==> config.mk <==
export PLATFORM = sky130hd
export DESIGN_NAME = weighted_i_divergence_accumulate
export DESIGN_NICKNAME = d
export VERILOG_FILES = /design/src/rtl/wida_pkg.sv /design/src/rtl/wida_mul.sv /design/src/rtl/wida_core.sv /design/src/rtl/weighted_i_divergence_accumulate.sv
export SDC_FILE = /design/constraint.sdc
export NUM_CORES = 2
export LEC_CHECK = 0
export BUFFER_PORTS_ARGS = -buffer_cell sky130_fd_sc_hd__buf_2
export CAP_MARGIN = 20
export CORE_ASPECT_RATIO = 2
export CORE_MARGIN = 3
export CORE_UTILIZATION = 46
export CTS_CLUSTER_DIAMETER = 120
export DETAILED_ROUTE_END_ITERATION = 12
export GPL_TIMING_DRIVEN = 0
export HOLD_SLACK_MARGIN = 0.08
export PLACE_DENSITY = 0.7
export SLEW_MARGIN = 40
export SYNTH_ARGS = -nofsm -noshare
export SYNTH_HDL_FRONTEND = slang
export SYNTH_SLANG_ARGS = --single-unit
==> constraint.sdc <==
create_clock -name clk -period 11.3 [get_ports clk]
set_input_delay 2.26 -clock clk [delete_from_list [all_inputs] [get_ports clk]]
set_output_delay 2.26 -clock clk [all_outputs]
set_load 0.1 [all_outputs]
==> src/rtl/wida_pkg.sv <==
// ----------------------------------------------------------------------------
// wida_pkg
// Shared types and constants for the weighted I-divergence accumulator.
// ----------------------------------------------------------------------------
package wida_pkg;

	localparam int OP_W   = 32;               // multiplier operand width
	localparam int PROD_W = 2 * OP_W;         // multiplier product width
	localparam int SUM_W  = 64;               // term and running sum width

	// ln(2) with 28 fraction bits
	localparam logic [OP_W-1:0] LN2_Q28 = 32'd186065280;

	typedef logic [1:0] status_t;

	localparam status_t STATUS_OK         = 2'd0;
	localparam status_t STATUS_ZERO_PARAM = 2'd1;
	localparam status_t STATUS_SAT        = 2'd2;

	// one finished item handed from the term engine to the accumulator
	typedef struct packed {
		logic             last;
		logic             zero_param;
		logic             term_sat;
		logic [SUM_W-1:0] term;
	} wida_res_t;

endpackage

==> src/rtl/wida_mul.sv <==
// ----------------------------------------------------------------------------
// wida_mul
// Shared 32x32 unsigned multiplier with a registered product.
// ----------------------------------------------------------------------------
module wida_mul
	import wida_pkg::*;
(
	input  logic              clk,
	input  logic [OP_W-1:0]   a,
	input  logic [OP_W-1:0]   b,
	output logic [PROD_W-1:0] prod_q
);

	logic [PROD_W-1:0] prod;

	assign prod = PROD_W'(a) * PROD_W'(b);

	always_ff @(posedge clk) begin
		prod_q <= prod;
	end

endmodule

==> src/rtl/wida_core.sv <==
// ----------------------------------------------------------------------------
// wida_core
// Term engine: sequencer around the shared multiplier that forms
// w*(c*v - x*ln(v)) for one item, rounded and clamped to 64 bits.
// ----------------------------------------------------------------------------
module wida_core
	import wida_pkg::*;
#(
	parameter int FRAC_BITS = 16
) (
	input  logic            clk,
	input  logic            arst_n,
	input  logic            in_valid,
	input  logic [31:0]     weight,
	input  logic [31:0]     centroid_value,
	input  logic [31:0]     data_value,
	input  logic [31:0]     cluster_param,
	input  logic            last_column,
	output logic            busy,
	output logic            res_valid,
	output wida_res_t       res,
	input  logic            res_take
);

	localparam int LN_SH = 58 - FRAC_BITS;
	localparam logic [5:0] FB6 = 6'(FRAC_BITS);
	localparam logic [95:0] HALF = 96'(1) << (FRAC_BITS - 1);
	localparam logic [4:0] NORM_LAST = 5'd4;
	localparam logic [4:0] SQ_LAST = 5'd29;

	typedef enum logic [4:0] {
		S_IDLE, S_NORM, S_SQ_MUL, S_SQ_UPD, S_LOG_MAG,
		S_LN_LO, S_LN_HI, S_LN_SUM, S_LN_RND,
		S_DL_MUL, S_DL_RND, S_DIFF,
		S_W_LO, S_W_HI, S_W_SUM, S_CLAMP, S_NEG, S_FIN
	} state_t;

	state_t            state_q;
	logic [31:0]       wgt_q, cen_q, dat_q, par_q;
	logic              last_q, zp_q, tsat_q;
	logic [31:0]       sq_q;
	logic [4:0]        m_q;
	logic [4:0]        cnt_q;
	logic [29:0]       frac_q;
	logic              lneg_q;
	logic [35:0]       l2mag_q;
	logic [95:0]       acc_q;
	logic [31:0]       lmag_q;
	logic [63:0]       cpf_q, dlf_q, a_q, term_q;
	logic              dneg_q;

	logic [OP_W-1:0]   mul_a, mul_b;
	logic [PROD_W-1:0] prod_q;

	logic [4:0]        norm_sh;
	logic              norm_top_zero;
	logic [5:0]        m6, pos_k, neg_k;
	logic              log_pos;
	logic [35:0]       l2mag_next;
	logic [63:0]       ln_shifted;
	logic [31:0]       lmag_next;
	logic [63:0]       cpf_next, dlf_next;
	logic [63:0]       a_next;
	logic              dneg_next;
	logic              hi_ovf, mag_over;
	logic [63:0]       mag_sel;

	wida_mul u_mul (
		.clk    (clk),
		.a      (mul_a),
		.b      (mul_b),
		.prod_q (prod_q)
	);

	always_comb begin
		unique case (state_q)
			S_SQ_MUL: begin
				mul_a = sq_q;
				mul_b = sq_q;
			end
			S_LN_LO: begin
				mul_a = l2mag_q[31:0];
				mul_b = LN2_Q28;
			end
			S_LN_HI: begin
				mul_a = {28'b0, l2mag_q[35:32]};
				mul_b = LN2_Q28;
			end
			S_LN_SUM: begin
				mul_a = cen_q;
				mul_b = par_q;
			end
			S_DL_MUL: begin
				mul_a = dat_q;
				mul_b = lmag_q;
			end
			S_W_LO: begin
				mul_a = a_q[31:0];
				mul_b = wgt_q;
			end
			S_W_HI: begin
				mul_a = a_q[63:32];
				mul_b = wgt_q;
			end
			default: begin
				mul_a = '0;
				mul_b = '0;
			end
		endcase
	end

	always_comb begin
		// leading-one search: halving shift steps 16, 8, 4, 2, 1
		norm_sh       = 5'd16 >> cnt_q[2:0];
		norm_top_zero = (sq_q >> (6'd32 - {1'b0, norm_sh})) == 32'b0;

		// log2 = (msb - FRAC_BITS) + frac, kept as sign and magnitude
		m6      = {1'b0, m_q};
		log_pos = m6 >= FB6;
		pos_k   = m6 - FB6;
		neg_k   = FB6 - m6;
		if (log_pos) begin
			l2mag_next = {1'b0, pos_k[4:0], frac_q};
		end else begin
			l2mag_next = {neg_k, 30'b0} - {6'b0, frac_q};
		end

		// round half away from zero on magnitudes
		ln_shifted = acc_q[63:0] >> LN_SH;
		lmag_next  = ln_shifted[31:0] + {31'b0, acc_q[LN_SH-1]};
		cpf_next   = (prod_q >> FRAC_BITS) + {63'b0, prod_q[FRAC_BITS-1]};
		dlf_next   = (prod_q >> FRAC_BITS) + {63'b0, prod_q[FRAC_BITS-1]};

		if (lneg_q) begin
			a_next    = cpf_q + dlf_q;
			dneg_next = 1'b0;
		end else if (dlf_q > cpf_q) begin
			a_next    = dlf_q - cpf_q;
			dneg_next = 1'b1;
		end else begin
			a_next    = cpf_q - dlf_q;
			dneg_next = 1'b0;
		end

		hi_ovf   = |acc_q[95:64+FRAC_BITS];
		mag_sel  = acc_q[63+FRAC_BITS:FRAC_BITS];
		mag_over = dneg_q ? (mag_sel[63] & (|mag_sel[62:0])) : mag_sel[63];
	end

	always_ff @(posedge clk or negedge arst_n) begin
		if (!arst_n) begin
			state_q <= S_IDLE;
			wgt_q   <= '0;
			cen_q   <= '0;
			dat_q   <= '0;
			par_q   <= '0;
			last_q  <= 1'b0;
			zp_q    <= 1'b0;
			tsat_q  <= 1'b0;
			sq_q    <= '0;
			m_q     <= '0;
			cnt_q   <= '0;
			frac_q  <= '0;
			lneg_q  <= 1'b0;
			l2mag_q <= '0;
			acc_q   <= '0;
			lmag_q  <= '0;
			cpf_q   <= '0;
			dlf_q   <= '0;
			a_q     <= '0;
			dneg_q  <= 1'b0;
			term_q  <= '0;
		end else begin
			unique case (state_q)
				S_IDLE: begin
					if (in_valid) begin
						wgt_q  <= weight;
						cen_q  <= centroid_value;
						dat_q  <= data_value;
						par_q  <= cluster_param;
						last_q <= last_column;
						sq_q   <= cluster_param;
						m_q    <= 5'd31;
						cnt_q  <= '0;
						frac_q <= '0;
						term_q <= '0;
						tsat_q <= 1'b0;
						zp_q   <= (weight != 32'b0) && (cluster_param == 32'b0);
						if (weight == 32'b0 || cluster_param == 32'b0) begin
							state_q <= S_FIN;
						end else begin
							state_q <= S_NORM;
						end
					end
				end
				S_NORM: begin
					if (norm_top_zero) begin
						sq_q <= sq_q << norm_sh;
						m_q  <= m_q - norm_sh;
					end
					if (cnt_q == NORM_LAST) begin
						cnt_q   <= '0;
						state_q <= S_SQ_MUL;
					end else begin
						cnt_q <= cnt_q + 5'd1;
					end
				end
				S_SQ_MUL: begin
					state_q <= S_SQ_UPD;
				end
				S_SQ_UPD: begin
					// square is in [1,4): renormalize to [1,2) and emit one bit
					if (prod_q[63]) begin
						sq_q <= prod_q[63:32];
					end else begin
						sq_q <= prod_q[62:31];
					end
					frac_q <= {frac_q[28:0], prod_q[63]};
					if (cnt_q == SQ_LAST) begin
						cnt_q   <= '0;
						state_q <= S_LOG_MAG;
					end else begin
						cnt_q   <= cnt_q + 5'd1;
						state_q <= S_SQ_MUL;
					end
				end
				S_LOG_MAG: begin
					l2mag_q <= l2mag_next;
					lneg_q  <= !log_pos;
					state_q <= S_LN_LO;
				end
				S_LN_LO: begin
					state_q <= S_LN_HI;
				end
				S_LN_HI: begin
					acc_q   <= {32'b0, prod_q};
					state_q <= S_LN_SUM;
				end
				S_LN_SUM: begin
					acc_q   <= {32'b0, acc_q[63:0] + {prod_q[31:0], 32'b0}};
					state_q <= S_LN_RND;
				end
				S_LN_RND: begin
					lmag_q  <= lmag_next;
					cpf_q   <= cpf_next;
					state_q <= S_DL_MUL;
				end
				S_DL_MUL: begin
					state_q <= S_DL_RND;
				end
				S_DL_RND: begin
					dlf_q   <= dlf_next;
					state_q <= S_DIFF;
				end
				S_DIFF: begin
					a_q     <= a_next;
					dneg_q  <= dneg_next;
					state_q <= S_W_LO;
				end
				S_W_LO: begin
					state_q <= S_W_HI;
				end
				S_W_HI: begin
					acc_q   <= {32'b0, prod_q} + HALF;
					state_q <= S_W_SUM;
				end
				S_W_SUM: begin
					acc_q   <= acc_q + {prod_q, 32'b0};
					state_q <= S_CLAMP;
				end
				S_CLAMP: begin
					if (hi_ovf || mag_over) begin
						term_q <= dneg_q ? {1'b1, 63'b0} : {1'b0, {63{1'b1}}};
						tsat_q <= 1'b1;
					end else begin
						term_q <= mag_sel;
					end
					state_q <= S_NEG;
				end
				S_NEG: begin
					// negating the clamped magnitude 2^63 wraps to the minimum
					if (dneg_q) begin
						term_q <= 64'b0 - term_q;
					end
					state_q <= S_FIN;
				end
				S_FIN: begin
					if (res_take) begin
						state_q <= S_IDLE;
					end
				end
				default: begin
					state_q <= S_IDLE;
				end
			endcase
		end
	end

	assign busy      = state_q != S_IDLE;
	assign res_valid = state_q == S_FIN;
	assign res       = '{last: last_q, zero_param: zp_q, term_sat: tsat_q, term: term_q};

endmodule

==> src/rtl/weighted_i_divergence_accumulate.sv <==
// ----------------------------------------------------------------------------
// weighted_i_divergence_accumulate
// Accumulates weighted generalized I-divergence terms over one row and
// cluster and emits the saturated sum with a status code on the last column.
// ----------------------------------------------------------------------------
// One item is in work at a time. An item with nonzero weight and nonzero
// parameter holds in_stall high after its transfer until its term is
// handed over; that time is set by the natural log, which runs
// a five-step leading-one search and then 30 squarings, each a multiply and
// a renormalize step through the single shared 32x32 multiplier, followed by
// six more multiplier passes for the scaling, the products and the weight.
// An item with zero weight or zero parameter goes straight to the finish
// state. A last-column item may wait in the engine while an earlier result
// sits stalled in the output register; other items are folded in at once.
// ----------------------------------------------------------------------------
module weighted_i_divergence_accumulate
	import wida_pkg::*;
#(
	parameter int FRAC_BITS = 16
) (
	input  logic                    clk,
	input  logic                    arst_n,
	input  logic                    in_valid,
	output logic                    in_stall,
	input  logic [31:0]             weight,
	input  logic [31:0]             centroid_value,
	input  logic [31:0]             data_value,
	input  logic [31:0]             cluster_param,
	input  logic                    last_column,
	output logic                    out_valid,
	input  logic                    out_stall,
	output logic signed [SUM_W-1:0] divergence,
	output logic [1:0]              status
);

	localparam logic [SUM_W-1:0] SUM_MAX = {1'b0, {(SUM_W-1){1'b1}}};
	localparam logic [SUM_W-1:0] SUM_MIN = {1'b1, {(SUM_W-1){1'b0}}};

	logic             core_busy;
	logic             res_valid;
	logic             res_take;
	wida_res_t        res;

	logic [SUM_W-1:0] sum_q;
	logic             zp_q, sat_q;
	logic             out_valid_q;
	logic [SUM_W-1:0] div_q;
	status_t          status_q;

	logic [SUM_W-1:0] sum_add, sum_new;
	logic             ovf_pos, ovf_neg;
	logic             zp_new, sat_new;
	status_t          status_next;

	wida_core #(
		.FRAC_BITS (FRAC_BITS)
	) u_core (
		.clk            (clk),
		.arst_n         (arst_n),
		.in_valid       (in_valid),
		.weight         (weight),
		.centroid_value (centroid_value),
		.data_value     (data_value),
		.cluster_param  (cluster_param),
		.last_column    (last_column),
		.busy           (core_busy),
		.res_valid      (res_valid),
		.res            (res),
		.res_take       (res_take)
	);

	assign in_stall = core_busy;

	// a last-column result needs the output register free or leaving
	assign res_take = res_valid && (!res.last || !out_valid_q || !out_stall);

	always_comb begin
		sum_add = sum_q + res.term;
		ovf_pos = !sum_q[SUM_W-1] && !res.term[SUM_W-1] && sum_add[SUM_W-1];
		ovf_neg = sum_q[SUM_W-1] && res.term[SUM_W-1] && !sum_add[SUM_W-1];
		if (ovf_pos) begin
			sum_new = SUM_MAX;
		end else if (ovf_neg) begin
			sum_new = SUM_MIN;
		end else begin
			sum_new = sum_add;
		end
		zp_new  = zp_q | res.zero_param;
		sat_new = sat_q | res.term_sat | ovf_pos | ovf_neg;
		priority if (zp_new) begin
			status_next = STATUS_ZERO_PARAM;
		end else if (sat_new) begin
			status_next = STATUS_SAT;
		end else begin
			status_next = STATUS_OK;
		end
	end

	always_ff @(posedge clk or negedge arst_n) begin
		if (!arst_n) begin
			sum_q       <= '0;
			zp_q        <= 1'b0;
			sat_q       <= 1'b0;
			out_valid_q <= 1'b0;
			div_q       <= '0;
			status_q    <= STATUS_OK;
		end else begin
			if (res_take && res.last) begin
				out_valid_q <= 1'b1;
			end else if (out_valid_q && !out_stall) begin
				out_valid_q <= 1'b0;
			end
			if (res_take) begin
				if (res.last) begin
					div_q       <= sum_new;
					status_q    <= status_next;
					sum_q       <= '0;
					zp_q        <= 1'b0;
					sat_q       <= 1'b0;
				end else begin
					sum_q <= sum_new;
					zp_q  <= zp_new;
					sat_q <= sat_new;
				end
			end
		end
	end

	assign out_valid  = out_valid_q;
	assign divergence = $signed(div_q);
	assign status     = status_q;

	// a result appears only after the engine hands over a last-column item
	a_out_from_last: assert property (@(posedge clk) disable iff (!arst_n)
		$rose(out_valid_q) |-> $past(res_take && res.last))
		else $error("output raised without a last-column handoff");

	// the engine never finishes in the cycle an input transfer lands
	a_no_accept_at_finish: assert property (@(posedge clk) disable iff (!arst_n)
		(in_valid && !in_stall) |-> !res_valid)
		else $error("input transfer while a term is pending");

	// a closed sum restarts from zero with clear flags
	a_clear_after_last: assert property (@(posedge clk) disable iff (!arst_n)
		(res_take && res.last) |=> (sum_q == '0 && !zp_q && !sat_q))
		else $error("running sum not cleared after last column");

	a_status_code: assert property (@(posedge clk) disable iff (!arst_n)
		out_valid_q |-> (status_q == STATUS_OK || status_q == STATUS_ZERO_PARAM ||
			status_q == STATUS_SAT))
		else $error("undefined status code");

endmodule

# [Word-level counts from Yosys, hierarchy flattened]
# Index checks and enable logic that the tools add are counted.
[totals] in_bits=133 out_inout_bits=68 regBits=827 wordCells=170
[classes] addsub=16 bitwise_logic=5 n_shift=3 multipliers=1 eq_ne=25 n_lt_le_gt_ge=2 reduce_logical=45 mux=45
[op_table] operator="two-way mux 64 bit" count=9
[op_table] operator="one-hot mux 96 bit (4 select lines)" count=1
[op_table] operator="one-hot mux 32 bit (7 select lines)" count=1
[op_table] operator="adder 64 bit" count=3
[op_table] operator="one-hot mux 64 bit (3 select lines)" count=1
[op_table] operator="one-hot mux 32 bit (5 select lines)" count=1
[op_table] operator="subtractor 64 bit" count=2
[op_table] operator="adder 96 bit" count=1
[op_table] operator="logical NOT 32 bit" count=3
[op_table] operator="two-way mux 32 bit" count=3
[op_table] operator="one-hot mux 32 bit (3 select lines)" count=1
[op_table] operator="one-hot mux 5 bit (18 select lines)" count=1
[op_table] operator="adder 64 x 16 -> 65 bit (second input constant)" count=1
[op_table] operator="greater-than comparator 64 bit" count=1
[op_table] operator="multiplier 32 x 32 -> 64 bit" count=1
[op_table] operator="subtractor 1 x 64 -> 64 bit (first input constant)" count=1
[op_table] operator="OR reduction 63 bit" count=1
[op_table] operator="one-hot mux 30 bit (2 select lines)" count=1
[op_table] operator="adder 48 x 1 -> 49 bit" count=1
[op_table] operator="two-way mux 5 bit" count=9
[op_table] operator="== test 5 x 4 -> 1 bit (second input constant)" count=8
[op_table] operator="two-way mux 36 bit" count=1
[op_table] operator="subtractor 36 x 30 -> 36 bit" count=1
[op_table] operator="nonzero test 32 bit" count=1
[op_table] operator="other kinds (37)" count=88

# [Longest topological paths before layout]
[depth] depth_word=7 mapped_depth=39 depth_no_buf=35

# [By module]
# From an unflattened synthesis, not the netlist that was laid out.
[hier_totals] hier_cells=10601 area_unflattened_um2=87938.1
[by_module_without_submodules] module="wida_core" n_inst=1 area_each_um2=43904.6 cells_each=5716 seq_area_each_um2=14388.8
[by_module_without_submodules] module="wida_mul" n_inst=1 area_each_um2=35058.6 cells_each=3842 seq_area_each_um2=1281.2
[by_module_without_submodules] module="weighted_i_divergence_accumulate" n_inst=1 area_each_um2=8974.9 cells_each=1043 seq_area_each_um2=3328.2

# [Least setup slack after synthesis]
# Ideal clock, no wire load.
[synth_timing] kind="reg2reg" from="register u_core.state_q[3]" to="register u_core.u_mul.prod_q[57]" stages_incl_launch_ff=37 setup_ns=0.120 arrival_ns=9.352 period_less_slack_ns=9.472 n_path_buf=5 path_slack_ns=1.828 cell_sequence="dfrtp_1 -> clkbuf_1 -> inv_1 -> or3_1 -> nor2_1 -> clkbuf_1 -> buf_1 -> clkbuf_1 -> a221oi_1 -> clkbuf_1 -> nor2_1 -> fa_1 -> inv_1 -> fa_1 -> fa_1 -> fa_1 -> inv_1 -> fa_1 -> inv_1 -> fa_1 -> inv_1 -> fa_1 -> inv_1 -> fa_1 -> inv_1 -> ha_1 -> and4_1 -> o211a_1 -> nand3_1 -> a21oi_1 -> o21ai_0 -> or3b_2 -> a31oi_1 -> or4b_2 -> a21oi_1 -> a31oi_1 -> xnor2_1"
[synth_via] elab_chain_len=4
[synth_lines] element="start: declaration" line_no="wida_core.sv:38" source="state_t state_q;"
[synth_lines] element="start signal: assignment" line_no="wida_core.sv:152" source="state_q <= S_IDLE;"
[synth_lines] element="start signal: assignment" line_no="wida_core.sv:190" source="state_q <= S_FIN;"
[synth_lines] element="start signal: assignment" line_no="wida_core.sv:192" source="state_q <= S_NORM;"
[synth_lines] element="== test 5 x 4 -> 1 bit or == test 5 x 3 -> 1 bit (tied branches)" line_no="wida_core.sv:76" source="unique case (state_q)"
[synth_lines] element="OR reduction 2 bit (no source line)"
[synth_lines] element="one-hot mux 32 bit (5 select lines)" line_no="wida_core.sv:76"
[synth_lines] element="multiplier 32 x 32 -> 64 bit (*)" line_no="wida_mul.sv:16" source="assign prod = PROD_W'(a) * PROD_W'(b);"
[synth_lines] element="net u_core.u_mul.prod[57]" line_no="wida_mul.sv:14" source="logic [PROD_W-1:0] prod;"
[synth_lines] element="end signal: assignment" line_no="wida_mul.sv:19" source="prod_q <= prod;"
[synth_lines] element="end: declaration" line_no="wida_mul.sv:11" source="output logic [PROD_W-1:0] prod_q"
# The timed path passes the listed nets; every way through them passes the cells marked *.
# A chain may end at the register's enable or synchronous reset.

# [Final worst setup path]
[layout_timing] from="register u_core.state_q[0]" to="register u_core.u_mul.prod_q[57]"
# Same word-level chain as after synthesis.

==> impl_metrics.ini <==
[run_status]
outcome = finished, final reports clean

[worst_setup_path]
crit_type = reg -> reg
slowest_delay_ns = 0.78
slowest_stage = a222oi_1
arrival_ns = 11.81
worstPathMaxFanout = 10
start_kind = flip-flop
cp-end-kind = flip-flop
crit_top_cell = fa_1
critPathRequiredTime_ns = 11.91

[timing]
timing.final.crit_share_pct = 99.1
timing.final.ws_setup_ns = 0.107
relSlewSlack_pct = 25.6
setup_tns_ns = 0
finalHoldViolCount = 0
finalCriticalPeriod_ns = 11.19
setup_viol = 0
clock_skew_ns = 0.0347
timing.fmax_mhz = 89.3
tightest_slew_ns = 1.12
maxSlewViolCount = 0

[run]
cap_violations = 0

[place]
dp_worst_setup_slack_ns = -2.58
dpl_cell_area_um2 = 91400
port_buffers = 200
dpl.hpwl_um = 396000
dp.cells = 13200
gp_congestion = 1.13

[yosys]
synth_area_leaders = fa_1, dfrtp_1, ha_1
synthCells = 10500
synth_top_area_share_pct = 21.0
synth_cell_types = 97
syn_area_um2 = 85900
synth_seq_cells = 772
yosysTopAreaCell = fa_1
synth_edf_count = 0
yosys_most_used_dff = dfrtp_1
ys_warn_count = 0
async_flop_share_pct = 91.7
avgSynthCellArea_um2 = 8.17
yosysSeqAreaShare_pct = 22.1
synth_nets = 12100

[route]
drtPass1Iterations = 9
routed_wl_um = 488000
wl_per_cell_um = 36.2
postRouteAntennaNets = 0
num_vias = 87600
vias_per_cell = 6.50
drt_drc_violations_left = 0
drtIter0Drc = 9500

[grt]
grt_overflow = 0
grt_pass1_wl_um = 680000
grt_max_degree = 105
antenna_found_initial = 77
grt_pass1_vias = 89600
track_usage_pct = 50.6

[layout]
nets = 12500
areaGrowthSynthToFinish_pct = 10.9
post_route_cells_drive_above_1_share_pct = 8.62
final_common_cell = nand2_1
layout.cells.non_filler = 13500
finish.instance_area_um2 = 95300
layout_common_cells = nand2_1, inv_1, nor2_1

[min_path]
hold_class = reg -> reg

[cts]
h-tree-depth = 3
cts_tree = done
cts_num_sinks = 772
cts_inserted_buffers = 79
clk_pin_slew_ns = 0.07
cts_root_buffer = clkbuf_16
cts.path.max_buffers = 3
insertion_delay_ns = 0.75

[floorplan]
die_y_um = 617
ioPinCount = 201
core_um2 = 185000
rows = 223
die_w_um = 312
start_util_pct = 46.4
die_area_um2 = 192000
metal layers:
metal | vias to the layer above | track usage, % | share of wire [%] | wire length [um]
li1 | 35600 | - | - | -
met1 | 42800 | 44.5 | 28 | 138000
met2 | 6074 | 82.1 | 46 | 226000
met3 | 3059 | 16.4 | 9.1 | 44300
met4 | 36 | 64.5 | 16 | 80300
met5 | - | 0.152 | 0.052 | 253
synthesized netlist by cell type (all sizes together) (72+ instances only):
cell / count
xnor2: 204
mux2i: 146
a22o: 74
a21o: 166
a21oi: 574
ha: 555
o31ai: 76
xor2: 130
inv: 1202
clkbuf: 549
nand4: 113
a31oi: 77
nand2: 1805
nor4: 72
nor3: 134
dfrtp: 708
nor2: 1048
fa: 903
nand3: 161
o21ai: 692
worst max-delay path: cells and delay by family, from the launching register on:
family | cells | cell delay (ns)
compound gates | 7 | 1.99
xor+xnor | 1 | 0.14
fa+ha+maj | 9 | 4.41
buf+inv | 7 | 1.69
flops | 1 | 0.38
simple gates | 8 | 2.43
through the flow:
step                      hold WS (ns)  utilization, %
after CTS                        0.476            51.1
after floorplan                  0.445               -
after global placement           0.458            48.7
after detailed placement         0.459            49.4
after global routing             0.496            51.4
final                            0.471            51.5
sequential cells by signal, summed over array words and instances (netlist names), 2 cells and up:
name,cells
u_core.m_q,5
u_core.u_mul.prod_q,64
u_core.term_q,64
sum_q,64
divergence,64
u_core.frac_q,30
u_core.wgt_q,32
u_core.cpf_q,49
u_core.dlf_q,49
u_core.a_q,64
u_core.dat_q,32
u_core.par_q,32
u_core.state_q,5
u_core.cen_q,32
u_core.acc_q,80
u_core.lmag_q,23
u_core.sq_q,32
status,2
u_core.cnt_q,5
u_core.l2mag_q,36
final cells by class:
cell class,count,area (um2)
diodes,63,158
multi-input cells,7924,61100
well taps,2475,3100
clock buffers,99,2120
inverters,1206,4530
repair buffers,290,2060
clock inverters,48,582
fillers,18100,89700
flip-flops and latches,772,19000
plain buffers,603,2670
final timing paths:
kind                       cells after the start  slack (ns)              start                       to
setup / recovery                              32        0.11  u_core.state_q[0]  u_core.u_mul.prod_q[57]
hold / removal                                 2        0.47     divergence[37]           divergence[37]
setup reg to reg                              32        0.11  u_core.state_q[0]  u_core.u_mul.prod_q[57]
hold reg to reg                                2        0.47     divergence[37]           divergence[37]
max in group asynchronous                      4        7.89             arst_n           divergence[60]
min in group asynchronous                      1        1.44             arst_n         u_core.cen_q[16]
logic make-up after synthesis:
kind of cell    synth area share (%)
flops                           22.1
mux                             2.30
simple gates                    18.6
fa+ha+maj                       29.1
xor+xnor                        3.41
compound gates                  16.4
buf+inv                         8.00
what timing repair did:
| action | 4_1_cts | 5_1_grt |
|---|---|---|
| buffers inserted | 19 | 9 |
| gates resized for setup | 125 | 59 |
| endpoints found under the setup margin | 45 | 25 |
| pin swaps | 11 | 10 |
| hold buffers | 0 | 0 |
Power is left out: the tool's default activity adds up to more than one toggle a clock period on the data nets, which glitch-free logic cannot reach.
